File: src/sv/clt_pkg.sv
// Shared types and constants for the cursor list table.
`timescale 1ns / 1ps
package clt_pkg;

  localparam int unsigned CAPACITY_DEF   = 64;
  localparam int unsigned DATA_WIDTH_DEF = 32;
  localparam int unsigned REQ_WIDTH      = 4;
  localparam int unsigned STATUS_WIDTH   = 3;

  typedef enum logic [REQ_WIDTH-1:0] {
    REQ_INSERT  = 4'd0,
    REQ_REMOVE  = 4'd1,
    REQ_REPLACE = 4'd2,
    REQ_CLEAR   = 4'd3,
    REQ_FIRST   = 4'd4,
    REQ_LAST    = 4'd5,
    REQ_NEXT    = 4'd6,
    REQ_PRIOR   = 4'd7,
    REQ_READ    = 4'd8,
    REQ_SWAP    = 4'd9,
    REQ_FIND    = 4'd10
  } req_e;

  typedef enum logic [STATUS_WIDTH-1:0] {
    STAT_OK        = 3'd0,
    STAT_EMPTY     = 3'd1,
    STAT_FULL      = 3'd2,
    STAT_BAD_POS   = 3'd3,
    STAT_NOT_FOUND = 3'd4
  } status_e;

  typedef enum logic [3:0] {
    ST_IDLE,
    ST_DISPATCH,
    ST_SHIFT_UP,
    ST_SHIFT_DN,
    ST_FIND,
    ST_READ,
    ST_SWAP_RD,
    ST_SWAP_WA,
    ST_SWAP_WB,
    ST_DONE
  } state_e;

endpackage

File: src/sv/clt_mem.sv
// Entry store: one write port, one read port with registered read data.
`timescale 1ns / 1ps
module clt_mem #(
  parameter int unsigned DEPTH = clt_pkg::CAPACITY_DEF,
  parameter int unsigned WIDTH = clt_pkg::DATA_WIDTH_DEF
) (
  input  logic                     clk_i,
  input  logic                     we_i,
  input  logic [$clog2(DEPTH)-1:0] waddr_i,
  input  logic [WIDTH-1:0]         wdata_i,
  input  logic                     re_i,
  input  logic [$clog2(DEPTH)-1:0] raddr_i,
  output logic [WIDTH-1:0]         rdata_o
);

  logic [WIDTH-1:0] mem_q [DEPTH];
  logic [WIDTH-1:0] rdata_q;

  always_ff @(posedge clk_i) begin
    if (we_i) begin
      mem_q[waddr_i] <= wdata_i;
    end
  end

  always_ff @(posedge clk_i) begin
    if (re_i) begin
      rdata_q <= mem_q[raddr_i];
    end
  end

  assign rdata_o = rdata_q;

endmodule

File: src/sv/clt_ctrl.sv
// Request sequencer: walks the entry store one address per cycle and holds the result beat.
`timescale 1ns / 1ps
module clt_ctrl #(
  parameter int unsigned CAPACITY   = clt_pkg::CAPACITY_DEF,
  parameter int unsigned DATA_WIDTH = clt_pkg::DATA_WIDTH_DEF,
  localparam int unsigned AW = $clog2(CAPACITY),
  localparam int unsigned CW = $clog2(CAPACITY + 1)
) (
  input  logic                              clk_i,
  input  logic                              rst_ni,
  input  logic                              in_valid_i,
  output logic                              in_stall_o,
  input  logic [clt_pkg::REQ_WIDTH-1:0]     req_type_i,
  input  logic [DATA_WIDTH-1:0]             item_value_i,
  input  logic [AW-1:0]                     target_pos_i,
  input  logic                              cfg_valid_i,
  output logic                              cfg_ready_o,
  input  logic [CW-1:0]                     cfg_limit_items_i,
  output logic                              mem_we_o,
  output logic [AW-1:0]                     mem_waddr_o,
  output logic [DATA_WIDTH-1:0]             mem_wdata_o,
  output logic                              mem_re_o,
  output logic [AW-1:0]                     mem_raddr_o,
  input  logic [DATA_WIDTH-1:0]             mem_rdata_i,
  output logic                              out_valid_o,
  input  logic                              out_stall_i,
  output logic [clt_pkg::STATUS_WIDTH-1:0]  status_o,
  output logic [DATA_WIDTH-1:0]             read_value_o,
  output logic                              moved_o,
  output logic [CW-1:0]                     count_now_o,
  output logic [AW-1:0]                     cursor_now_o,
  output logic                              is_empty_o,
  output logic                              is_full_o
);

  clt_pkg::state_e  state_q, state_d;
  clt_pkg::req_e    req_q;
  logic [DATA_WIDTH-1:0] val_q;
  logic [AW-1:0]    tgt_q;
  logic [CW-1:0]    limit_q;
  logic [CW-1:0]    count_q, count_d;
  logic [AW-1:0]    cur_q, cur_d;
  logic [CW-1:0]    idx_q, idx_d;
  logic [AW-1:0]    pos_q, pos_d;
  logic             pend_q, pend_d;
  logic [AW-1:0]    pend_addr_q, pend_addr_d;
  logic [DATA_WIDTH-1:0] hold_q, hold_d;
  clt_pkg::status_e status_q, status_d;
  logic [DATA_WIDTH-1:0] rd_q, rd_d;
  logic             moved_q, moved_d;
  logic             out_valid_q, out_valid_d;
  clt_pkg::status_e o_status_q;
  logic [DATA_WIDTH-1:0] o_rd_q;
  logic             o_moved_q;
  logic [CW-1:0]    o_count_q;
  logic [AW-1:0]    o_cur_q;
  logic             o_empty_q;
  logic             o_full_q;

  logic             in_accept;
  logic [CW-1:0]    lim;
  logic             empty;
  logic             full;
  logic [CW-1:0]    cur_ext;
  logic             tgt_bad;
  logic             up_more;
  logic             dn_more;
  logic             fd_more;
  logic             hit;
  logic             out_free;
  logic             load;

  assign in_stall_o  = (state_q != clt_pkg::ST_IDLE);
  assign in_accept   = in_valid_i && !in_stall_o;
  assign cfg_ready_o = 1'b1;

  always_comb begin
    if (limit_q == '0) begin
      lim = CW'(1);
    end else if (limit_q > CW'(CAPACITY)) begin
      lim = CW'(CAPACITY);
    end else begin
      lim = limit_q;
    end
  end

  assign empty    = (count_q == '0);
  assign full     = (count_q >= lim);
  assign cur_ext  = CW'(cur_q);
  assign tgt_bad  = (CW'(tgt_q) >= count_q);
  assign up_more  = (idx_q > CW'(pos_q));
  assign dn_more  = ((idx_q + CW'(1)) < count_q);
  assign fd_more  = (idx_q < count_q);
  assign hit      = pend_q && (mem_rdata_i == val_q);
  assign out_free = !out_valid_q || !out_stall_i;
  assign load     = (state_q == clt_pkg::ST_DONE) && out_free;

  always_comb begin
    state_d = state_q;
    case (state_q)
      clt_pkg::ST_IDLE: begin
        if (in_accept) state_d = clt_pkg::ST_DISPATCH;
      end
      clt_pkg::ST_DISPATCH: begin
        state_d = clt_pkg::ST_DONE;
        case (req_q)
          clt_pkg::REQ_INSERT: begin
            if (!full) state_d = clt_pkg::ST_SHIFT_UP;
          end
          clt_pkg::REQ_REMOVE: begin
            if (!empty) state_d = clt_pkg::ST_SHIFT_DN;
          end
          clt_pkg::REQ_READ: begin
            if (!empty) state_d = clt_pkg::ST_READ;
          end
          clt_pkg::REQ_SWAP: begin
            if (!empty && !tgt_bad) state_d = clt_pkg::ST_SWAP_RD;
          end
          clt_pkg::REQ_FIND: begin
            if (!empty) state_d = clt_pkg::ST_FIND;
          end
          default: state_d = clt_pkg::ST_DONE;
        endcase
      end
      clt_pkg::ST_SHIFT_UP: begin
        if (!up_more && !pend_q) state_d = clt_pkg::ST_DONE;
      end
      clt_pkg::ST_SHIFT_DN: begin
        if (!dn_more && !pend_q) state_d = clt_pkg::ST_DONE;
      end
      clt_pkg::ST_FIND: begin
        if (hit || !fd_more) state_d = clt_pkg::ST_DONE;
      end
      clt_pkg::ST_READ:    state_d = clt_pkg::ST_DONE;
      clt_pkg::ST_SWAP_RD: state_d = clt_pkg::ST_SWAP_WA;
      clt_pkg::ST_SWAP_WA: state_d = clt_pkg::ST_SWAP_WB;
      clt_pkg::ST_SWAP_WB: state_d = clt_pkg::ST_DONE;
      clt_pkg::ST_DONE: begin
        if (out_free) state_d = clt_pkg::ST_IDLE;
      end
      default: state_d = clt_pkg::ST_IDLE;
    endcase
  end

  always_comb begin
    count_d     = count_q;
    cur_d       = cur_q;
    idx_d       = idx_q;
    pos_d       = pos_q;
    pend_d      = pend_q;
    pend_addr_d = pend_addr_q;
    hold_d      = hold_q;
    status_d    = status_q;
    rd_d        = rd_q;
    moved_d     = moved_q;
    mem_we_o    = 1'b0;
    mem_waddr_o = cur_q;
    mem_wdata_o = val_q;
    mem_re_o    = 1'b0;
    mem_raddr_o = cur_q;
    case (state_q)
      clt_pkg::ST_DISPATCH: begin
        status_d = clt_pkg::STAT_OK;
        rd_d     = '0;
        moved_d  = 1'b0;
        pend_d   = 1'b0;
        case (req_q)
          clt_pkg::REQ_INSERT: begin
            if (full) begin
              status_d = clt_pkg::STAT_FULL;
            end else begin
              idx_d = count_q;
              pos_d = empty ? '0 : AW'(cur_q + AW'(1));
            end
          end
          clt_pkg::REQ_REMOVE: begin
            if (empty) status_d = clt_pkg::STAT_EMPTY;
            else idx_d = cur_ext;
          end
          clt_pkg::REQ_REPLACE: begin
            if (empty) begin
              status_d = clt_pkg::STAT_EMPTY;
            end else begin
              mem_we_o = 1'b1;
            end
          end
          clt_pkg::REQ_CLEAR: begin
            count_d = '0;
            cur_d   = '0;
          end
          clt_pkg::REQ_FIRST: begin
            if (empty) status_d = clt_pkg::STAT_EMPTY;
            else cur_d = '0;
          end
          clt_pkg::REQ_LAST: begin
            if (empty) status_d = clt_pkg::STAT_EMPTY;
            else cur_d = AW'(count_q - CW'(1));
          end
          clt_pkg::REQ_NEXT: begin
            if (empty) begin
              status_d = clt_pkg::STAT_EMPTY;
            end else if ((cur_ext + CW'(1)) < count_q) begin
              cur_d   = AW'(cur_q + AW'(1));
              moved_d = 1'b1;
            end
          end
          clt_pkg::REQ_PRIOR: begin
            if (empty) begin
              status_d = clt_pkg::STAT_EMPTY;
            end else if (cur_q != '0) begin
              cur_d   = AW'(cur_q - AW'(1));
              moved_d = 1'b1;
            end
          end
          clt_pkg::REQ_READ: begin
            if (empty) begin
              status_d = clt_pkg::STAT_EMPTY;
            end else begin
              mem_re_o = 1'b1;
            end
          end
          clt_pkg::REQ_SWAP: begin
            if (empty) begin
              status_d = clt_pkg::STAT_EMPTY;
            end else if (tgt_bad) begin
              status_d = clt_pkg::STAT_BAD_POS;
            end else begin
              mem_re_o = 1'b1;
            end
          end
          clt_pkg::REQ_FIND: begin
            if (empty) begin
              status_d = clt_pkg::STAT_EMPTY;
            end else begin
              status_d = clt_pkg::STAT_NOT_FOUND;
              idx_d    = '0;
            end
          end
          default: status_d = clt_pkg::STAT_OK;
        endcase
      end
      clt_pkg::ST_SHIFT_UP: begin
        if (pend_q) begin
          mem_we_o    = 1'b1;
          mem_waddr_o = pend_addr_q;
          mem_wdata_o = mem_rdata_i;
        end
        if (up_more) begin
          mem_re_o    = 1'b1;
          mem_raddr_o = AW'(idx_q - CW'(1));
          pend_d      = 1'b1;
          pend_addr_d = AW'(idx_q);
          idx_d       = idx_q - CW'(1);
        end else if (pend_q) begin
          pend_d = 1'b0;
        end else begin
          mem_we_o    = 1'b1;
          mem_waddr_o = pos_q;
          mem_wdata_o = val_q;
          count_d     = count_q + CW'(1);
          cur_d       = pos_q;
        end
      end
      clt_pkg::ST_SHIFT_DN: begin
        if (pend_q) begin
          mem_we_o    = 1'b1;
          mem_waddr_o = pend_addr_q;
          mem_wdata_o = mem_rdata_i;
        end
        if (dn_more) begin
          mem_re_o    = 1'b1;
          mem_raddr_o = AW'(idx_q + CW'(1));
          pend_d      = 1'b1;
          pend_addr_d = AW'(idx_q);
          idx_d       = idx_q + CW'(1);
        end else if (pend_q) begin
          pend_d = 1'b0;
        end else begin
          count_d = count_q - CW'(1);
          if (cur_ext >= (count_q - CW'(1))) cur_d = '0;
        end
      end
      clt_pkg::ST_FIND: begin
        if (hit) begin
          status_d = clt_pkg::STAT_OK;
          pend_d   = 1'b0;
        end else if (fd_more) begin
          mem_re_o    = 1'b1;
          mem_raddr_o = AW'(idx_q);
          pend_d      = 1'b1;
          idx_d       = idx_q + CW'(1);
        end else begin
          pend_d = 1'b0;
        end
      end
      clt_pkg::ST_READ: begin
        rd_d = mem_rdata_i;
      end
      clt_pkg::ST_SWAP_RD: begin
        mem_re_o    = 1'b1;
        mem_raddr_o = tgt_q;
        hold_d      = mem_rdata_i;
      end
      clt_pkg::ST_SWAP_WA: begin
        mem_we_o    = 1'b1;
        mem_waddr_o = cur_q;
        mem_wdata_o = mem_rdata_i;
      end
      clt_pkg::ST_SWAP_WB: begin
        mem_we_o    = 1'b1;
        mem_waddr_o = tgt_q;
        mem_wdata_o = hold_q;
      end
      default: begin
        mem_we_o = 1'b0;
      end
    endcase
  end

  always_comb begin
    out_valid_d = out_valid_q;
    if (load) begin
      out_valid_d = 1'b1;
    end else if (!out_stall_i) begin
      out_valid_d = 1'b0;
    end
  end

  always_ff @(posedge clk_i or negedge rst_ni) begin
    if (!rst_ni) begin
      state_q     <= clt_pkg::ST_IDLE;
      limit_q     <= CW'(CAPACITY);
      count_q     <= '0;
      cur_q       <= '0;
      idx_q       <= '0;
      pend_q      <= 1'b0;
      out_valid_q <= 1'b0;
    end else begin
      state_q     <= state_d;
      count_q     <= count_d;
      cur_q       <= cur_d;
      idx_q       <= idx_d;
      pend_q      <= pend_d;
      out_valid_q <= out_valid_d;
      if (cfg_valid_i && cfg_ready_o) begin
        limit_q <= cfg_limit_items_i;
      end
    end
  end

  always_ff @(posedge clk_i) begin
    if (in_accept) begin
      req_q <= clt_pkg::req_e'(req_type_i);
      val_q <= item_value_i;
      tgt_q <= target_pos_i;
    end
    pos_q       <= pos_d;
    pend_addr_q <= pend_addr_d;
    hold_q      <= hold_d;
    status_q    <= status_d;
    rd_q        <= rd_d;
    moved_q     <= moved_d;
    if (load) begin
      o_status_q <= status_q;
      o_rd_q     <= rd_q;
      o_moved_q  <= moved_q;
      o_count_q  <= count_q;
      o_cur_q    <= cur_q;
      o_empty_q  <= empty;
      o_full_q   <= full;
    end
  end

  assign out_valid_o  = out_valid_q;
  assign status_o     = o_status_q;
  assign read_value_o = o_rd_q;
  assign moved_o      = o_moved_q;
  assign count_now_o  = o_count_q;
  assign cursor_now_o = o_cur_q;
  assign is_empty_o   = o_empty_q;
  assign is_full_o    = o_full_q;

endmodule

File: src/sv/cursor_list_table_top.sv
// Top level of the cursor list table: sequencer and entry store.
//
//   port group  direction  handshake              beat contents
//   in          to block   in_valid_i/in_stall_o  req_type, item_value, target_pos
//   out         from block out_valid_o/out_stall_i status, read_value, moved, counts, flags
//   cfg         to block   cfg_valid_i/cfg_ready_o limit_items
//
// A request passes dispatch, its work states and the done state, where the result register
// loads. Moves, clear, replace, refused and unknown requests have no work states; read reads
// the cursor entry; swap reads the target, then writes both places; insert shifts count -
// insert position entries, remove count - 1 - cursor; find reads until a hit or the end.
// Walks are set by the single read and write port of the entry store, one address per
// cycle. Reset clears count, cursor and limit (to CAPACITY); entries are not cleared.
// A new beat is taken while a result waits; a result that cannot load behind a stalled
// one holds the sequencer.
`timescale 1ns / 1ps
module cursor_list_table_top #(
  parameter int unsigned CAPACITY   = clt_pkg::CAPACITY_DEF,
  parameter int unsigned DATA_WIDTH = clt_pkg::DATA_WIDTH_DEF,
  localparam int unsigned AW = $clog2(CAPACITY),
  localparam int unsigned CW = $clog2(CAPACITY + 1)
) (
  input  logic                             clk_i,
  input  logic                             rst_ni,
  input  logic                             in_valid_i,
  output logic                             in_stall_o,
  input  logic [clt_pkg::REQ_WIDTH-1:0]    req_type_i,
  input  logic [DATA_WIDTH-1:0]            item_value_i,
  input  logic [AW-1:0]                    target_pos_i,
  input  logic                             cfg_valid_i,
  output logic                             cfg_ready_o,
  input  logic [CW-1:0]                    cfg_limit_items_i,
  output logic                             out_valid_o,
  input  logic                             out_stall_i,
  output logic [clt_pkg::STATUS_WIDTH-1:0] status_o,
  output logic [DATA_WIDTH-1:0]            read_value_o,
  output logic                             moved_o,
  output logic [CW-1:0]                    count_now_o,
  output logic [AW-1:0]                    cursor_now_o,
  output logic                             is_empty_o,
  output logic                             is_full_o
);

  logic                  mem_we;
  logic [AW-1:0]         mem_waddr;
  logic [DATA_WIDTH-1:0] mem_wdata;
  logic                  mem_re;
  logic [AW-1:0]         mem_raddr;
  logic [DATA_WIDTH-1:0] mem_rdata;

  clt_ctrl #(
    .CAPACITY   (CAPACITY),
    .DATA_WIDTH (DATA_WIDTH)
  ) u_ctrl (
    .clk_i             (clk_i),
    .rst_ni            (rst_ni),
    .in_valid_i        (in_valid_i),
    .in_stall_o        (in_stall_o),
    .req_type_i        (req_type_i),
    .item_value_i      (item_value_i),
    .target_pos_i      (target_pos_i),
    .cfg_valid_i       (cfg_valid_i),
    .cfg_ready_o       (cfg_ready_o),
    .cfg_limit_items_i (cfg_limit_items_i),
    .mem_we_o          (mem_we),
    .mem_waddr_o       (mem_waddr),
    .mem_wdata_o       (mem_wdata),
    .mem_re_o          (mem_re),
    .mem_raddr_o       (mem_raddr),
    .mem_rdata_i       (mem_rdata),
    .out_valid_o       (out_valid_o),
    .out_stall_i       (out_stall_i),
    .status_o          (status_o),
    .read_value_o      (read_value_o),
    .moved_o           (moved_o),
    .count_now_o       (count_now_o),
    .cursor_now_o      (cursor_now_o),
    .is_empty_o        (is_empty_o),
    .is_full_o         (is_full_o)
  );

  clt_mem #(
    .DEPTH (CAPACITY),
    .WIDTH (DATA_WIDTH)
  ) u_mem (
    .clk_i   (clk_i),
    .we_i    (mem_we),
    .waddr_i (mem_waddr),
    .wdata_i (mem_wdata),
    .re_i    (mem_re),
    .raddr_i (mem_raddr),
    .rdata_o (mem_rdata)
  );

endmodule

File: config.mk
export PLATFORM = sky130hd
export DESIGN_NAME = cursor_list_table_top
export DESIGN_NICKNAME = d
export VERILOG_FILES = /design/src/sv/clt_pkg.sv /design/src/sv/clt_mem.sv /design/src/sv/clt_ctrl.sv /design/src/sv/cursor_list_table_top.sv
export SDC_FILE = /design/constraint.sdc
export NUM_CORES = 2
export LEC_CHECK = 0
export BUFFER_PORTS_ARGS = -buffer_cell sky130_fd_sc_hd__buf_2
export CAP_MARGIN = 5
export CORE_UTILIZATION = 30
export DETAILED_ROUTE_END_ITERATION = 7
export PLACE_DENSITY = 0.42
export SLEW_MARGIN = 20
export SYNTH_ARGS = -nofsm -noshare
export SYNTH_HDL_FRONTEND = slang
export SYNTH_HIERARCHICAL = 1
export SYNTH_SLANG_ARGS = --single-unit
File: constraint.sdc
create_clock -name clk_i -period 5.3 [get_ports clk_i]
set_input_delay 0.53 -clock clk_i [delete_from_list [all_inputs] [get_ports clk_i]]
set_output_delay 0.53 -clock clk_i [all_outputs]
set_load 0.05 [all_outputs]
After elaboration in Yosys (flattened, before gate mapping)
Memories as Yosys holds them, arrays and structs flattened. A register that Yosys moved wholly into a read port is not among the register bits. Index checks and enable logic that the tools add are counted.

Flip-flop bits (word level): 206. RAM bits: 2048. Input bits: 54. Memories kept: 1.

Memory list: u_mem.mem_q (depth 64, bits a word 32, rd ports 1, clocked after Yosys merged registers in 1, write ports 1, line clt_mem.sv:16) `logic [WIDTH-1:0] mem_q [DEPTH];`.

Add/subtract/negate cells: 7. $lt $le $gt $ge: 8. Equal/unequal tests: 48. Mux-type cells: 91. Bitwise gates (word level): 1. Reductions and logical operators: 38.

Operators by type and width (count): $pmux 32 s4 (1); $mux 6 (20); $mux 7 (14); $mux 32 (3); $pmux 32 s2 (1); $pmux 7 s3 (2); $mux 4 (10); $pmux 4 s9 (1); $pmux 6 s3 (2); $eq 32x32->1 (1); $eq 4x3->1 const B (8); $pmux 6 s5 (1); $pmux 7 s4 (1); $pmux 6 s4 (1); $ne 2x1->1 const B (11); $lt 7x7->1 (3); $ne 3x3->1 const B (7); $eq 4x4->1 const B (5); $mux 1 (20); $pmux 4 s5 (1); $eq 4x2->1 const B (4); $add 7x1->7 const B (2); $ge 6x7->1 (2); $logic_not 7->1 (2); other kinds (37) (70).

Depth between registers and ports, before layout
Depth after elaboration: 7. Mapped depth: 22. Depth with buffers taken out: 16.

Hierarchy
The synthesis kept the hierarchy.

By module, submodules not included: clt_mem (instances 1, cells an instance 3511, area each 79359.9 um^2, seq. area each 62459.9 um^2); clt_ctrl (instances 1, cells an instance 954, area each 10772.8 um^2, seq. area each 6022.0 um^2).

Worst setup path after synthesis
Ideal clock, no wire load.

Path type: register to register. From: reg u_ctrl.idx_q[1]. To: mem u_mem/mem_q[28][0] in the netlist's numbering, enable pin. Library setup time: 0.421 ns. Arrival: 4.628 ns. Data required time: 4.879 ns. Slack: 0.251 ns. Cell stages (with the launch flop): 15. Clock period less this slack: 5.049 ns. Path through: dfrtp_1 > ha_1 > nor2b_1 > o21ai_0 > a21boi_0 > o21ai_0 > and2_1 > buf_2 > a21oi_1 > a21oi_1 > clkbuf_1 > or3b_2 > or2_2 > clkbuf_1 > nor2_1.

Elaborated cells between the ends (all ways): 7.

RTL lines: from (decl) (line clt_ctrl.sv:43) `logic [CW-1:0] idx_q, idx_d;`; from (signal assigned) (line clt_ctrl.sv:342) `idx_q <= idx_d;`; $gt 7x6->1 (line clt_ctrl.sv:91) `assign up_more = (idx_q > CW'(pos_q));`; $mux 6 (line clt_ctrl.sv:248) `if (up_more) begin`; $pmux 6 s3 (line clt_ctrl.sv:161) `case (state_q)`; via mem_waddr[2] (line cursor_list_table_top.sv:45) `logic [AW-1:0] mem_waddr;`; to (decl) (line clt_mem.sv:16).

The timed path passes the listed nets, and every way through them passes these cells.

Worst setup path in the final report
From: reg u_mem.rdata_q[8], in the netlist u_mem/rdata_o[8], read port of u_mem.mem_q. To: reg u_mem.rdata_q[13], in the netlist u_mem/rdata_o[13], read port of u_mem.mem_q, data pin.

Longest elaborated chain between the ends: 4. Elaborated cells between the ends (all ways): 6.

Ends and longest elaborated chain: from (decl) (line clt_mem.sv:17) `logic [WIDTH-1:0] rdata_q;`; $eq 32x32->1 (line clt_ctrl.sv:94) `assign hit = pend_q && (mem_rdata_i == val_q);`; $logic_and 1x1->1 (line clt_ctrl.sv:94); $mux 6 (line clt_ctrl.sv:284) `if (hit) begin`; $pmux 6 s4 (line clt_ctrl.sv:161); via mem_raddr[0] (line cursor_list_table_top.sv:48) `logic [AW-1:0] mem_raddr;`.

The timed path passes the listed nets, and every way through them passes these cells. A chain may end at the register's enable or synchronous reset.

==> results.cfg <==
[outcome]
status = finished clean

[clock_network]
numCtsBuffers = 270
cts.sinks = 2286
clk-insertion-delay-late_ps = 850
cts_tree = done
post_cts_buffers = 0
cts_max_level = 5
clkTransAtPathRegs_ps = 60
clockBufferDepth = 4
cts_root_buf = clkbuf_16

[synth]
synth_xor_xnor_area_share_pct = 0.5150
async_flop_share_pct = 1.444
syn_nets = 4569
ys_warn_count = 6
avgSynthCellArea_um2 = 20.19
synth_top_family_by_area = multiplexers
synth_mux_area_share_pct = 13.53
ys_types = 82
ys_ff_latch = 2286
synth_edf_count = 2253
ys.flop_type = edfxtp_1
yosysSeqAreaShare_pct = 75.98
syn-cell-area_um2 = 90130
synthSimpleGateAreaFrac_pct = 3.001
synth_adder_area_share_pct = 0.6941
synth_cells = 4465
synth-compound-area-share_pct = 4.474

[timing]
worst_pin_slew_ps = 1129
drv_slew = 0
max_freq_mhz = 196.1
finalHoldViolCount = 0
timing.final.crit_period_ps = 5100
finalWorstSetupSlack_ps = 199.9
hold_slack_ps = 77.36
slew_headroom_pct = 24.74
rsz0062_at_grt = no
min_period_over_period_pct = 96.23
setup-violations-final = 0
finalClockSkew_ps = 36.28

[global_routing]
grt_pass1_vias = 48500
overflow = 0
antenna_found_initial = 17
grt_usage_pct = 18.50
grt_max_degree = 65
grt_pass1_wl_mm = 394.1

[worst_setup_path]
rrSetupSlack_ps = 200
worstPathMaxFanout = 22
worstReg2RegStart = u_mem/rdata_o[8]
slowest_stage = edfxtp_1
start_kind = flop
cp_slowest_stage_delay_ps = 580
path_delay_family = buffers and inverters
r2r_cells = 18
cp.arrival_ps = 5700
cp_num_buf_inv = 6
cp.depth = 18
r2r-end = u_mem/rdata_o[13]
cp_cell_sequence = buf_4 -> xnor2_1 -> o2111ai_1 -> a2111oi_2 -> nand4_1 -> buf_4 -> nand2_2 -> nand4_1 -> o211ai_1 -> clkbuf_16 -> buf_12 -> buf_16 -> buf_16 -> mux4_2 -> o22ai_1 -> a211o_1 -> o21ai_2 -> and3_1
crit_start = u_mem/rdata_o[8]
crit_type = flop to flop
endpoint_kind = flop
crit_required_ps = 5900
worstSetupEndpoint = u_mem/rdata_o[13]

[floorplanning]
fp.dieW_um = 550.1
dieArea_um2 = 302600
io_pins = 108
floorplan.initialDensity_pct = 30.27
core-area_um2 = 297800
row_count = 200
die_height_um = 550.1

[layout]
area_delta_synth_final_pct = 20.30
layout_common_cells = 2253 x edfxtp_1, 446 x mux4_2, 306 x buf_4
final_common_cell = edfxtp_1
fin_area_um2 = 108400
drive_gt1_share_pct = 28.67
fill_cells = 27430
nNetsFinal = 5171

[routing]
firstDrtPassIters = 5
antenna_left = 0
drc = 0
vias_per_cell = 5.151
wl_per_cell_um = 30.65
drt_wl_total_mm = 282.3
drt-initial-drc-count = 4993
dr_total_vias = 47450

[hold_path]
hp-class = input pin to flop

[placement]
dp_slack_ps = -425.1
dp_hpwl_mm = 174.8
gp_congestion = 0.8043
dpl_cell_area_um2 = 99330
portBuffers = 106

[pwr]
p_leak_nw = 33.96
total_power_mw = 57.63
ir_drop_mv = 0.2891
p_per_area_nw_per_um2 = 531.5

[flow_run]
drv_cap = 0
[cells in the mapped netlist, drive strengths merged (6+ instances only)]
cell type	instances	area share, %
nor3	30	0.18
nand3b	8	0.067
or2	8	0.056
mux2	18	0.25
a21o	6	0.050
xnor2	40	0.39
buf	139	1.2
a21oi	82	0.46
nand2b	17	0.12
a31oi	24	0.17
nand2	149	0.62
xor2	13	0.13
a22oi	172	1.4
nand4	25	0.17
a311o	17	0.19
nor4	7	0.049
o211ai	20	0.18
mux2i	193	2.1
inv	34	0.14
and2	42	0.29
edfxtp	2253	75
o22a	12	0.12
a211o	12	0.12
dfrtp	32	0.89
or3	11	0.076
a22o	12	0.12
mux4	446	11
o21ai	75	0.43
o22ai	49	0.34
a211oi	27	0.22
nor2b	26	0.18
and3	15	0.11
nand3	65	0.36
nor2	137	0.57
o221ai	20	0.19
ha	50	0.69
a221oi	8	0.078
clkbuf	114	0.48
[stage by stage]
stage / std cells / util (%) / setup TNS, ps
floorplan: 4465 / - / 0
global placement: 8678 / 33.35 / -7616
detailed placement: 8679 / 33.36 / -2007
CTS: 9196 / 36.36 / -96.84
global route: 9200 / 36.40 / 0
finish: 9212 / 36.41 / 0
[cell families after synthesis]
family                     count (synthesis)
DFF                                     2286
muxes                                    657
AOI/OAI and AO/OA                        575
and+or+nand+nor                          554
buffers and inverters                    289
xor gates and xnor gates                  53
adders and majority gates                 50
other                                      1
[final cells by class]
class,count,area (um^2),area share (%)
Sequential cell,2286,68480,63.16
Timing Repair Buffer,583,5758,5.310
Multi-Input combinational cell,1890,20790,19.17
Tap cell,3939,4928,4.545
Clock buffer,339,7163,6.606
Antenna cell,14,35.03,0.03231
Clock inverter,125,1140,1.051
Inverter,36,136.4,0.1258
[where the power goes]
group | internal [mW] | switching, mW | total [mW]
clock network | 10.4 | 7.39 | 17.8
logic | 6.17 | 11.0 | 17.1
registers | 22.4 | 0.365 | 22.7
total | 38.9 | 18.7 | 57.6
[worst reg2reg max path, delay by kind of cell (launching register included)]
kind	cells	cell delay [ps]
buffers and inverters	6	1460
AO/OA/AOI/OAI	6	1340
AND/OR/NAND/NOR	4	700
flip-flops	1	580
multiplexers	1	550
XOR/XNOR	1	230
[state kept, by name, indices dropped and copies added, names as in the netlist, 7 cells and up]
signal	flops
u_ctrl/count_q	7
u_ctrl/read_value_o	32
u_ctrl/idx_q	7
u_ctrl/rd_q	32
u_ctrl/hold_q	32
u_mem/rdata_o	32
u_ctrl/limit_q	7
u_mem/mem_q	2048
u_ctrl/val_q	32
u_ctrl/count_now_o	7
[worst min-delay path by stage]
stage          cells after the start             from  slack [ps]                       to
3_5_place_dp                       0   u_ctrl/rd_q[0]         400   u_ctrl/read_value_o[0]
2_1_floorplan                      0           rst_ni         230        u_ctrl/count_q[0]
4_1_cts                            2      cfg_valid_i           9        u_ctrl/limit_q[2]
3_3_place_gp                       0  u_ctrl/rd_q[30]         400  u_ctrl/read_value_o[30]
6_report                           2      cfg_valid_i          80        u_ctrl/limit_q[5]
5_1_grt                            2      cfg_valid_i          50        u_ctrl/limit_q[3]
[timing repair]
item                                    in CTS  in global routing
hold endpoints to repair                    81                  0
endpoints found under the setup margin      16                 28
gates cloned                                 1                  1
resized for setup                           26                 13
pin swaps                                    1                  4
hold buffers                                52                  0
[routing by layer]
layer,vias up,routed length (um),GRT usage [%],part of all wire [%]
met2,1372,135800,30.46,48
met5,-,0,0,0
met1,25890,127100,26.06,45
met4,0,5342,4.020,1.9
li1,19850,-,-,-
met3,350,14030,2.462,5.0
No activity file was read; power rests on OpenSTA's default activity.
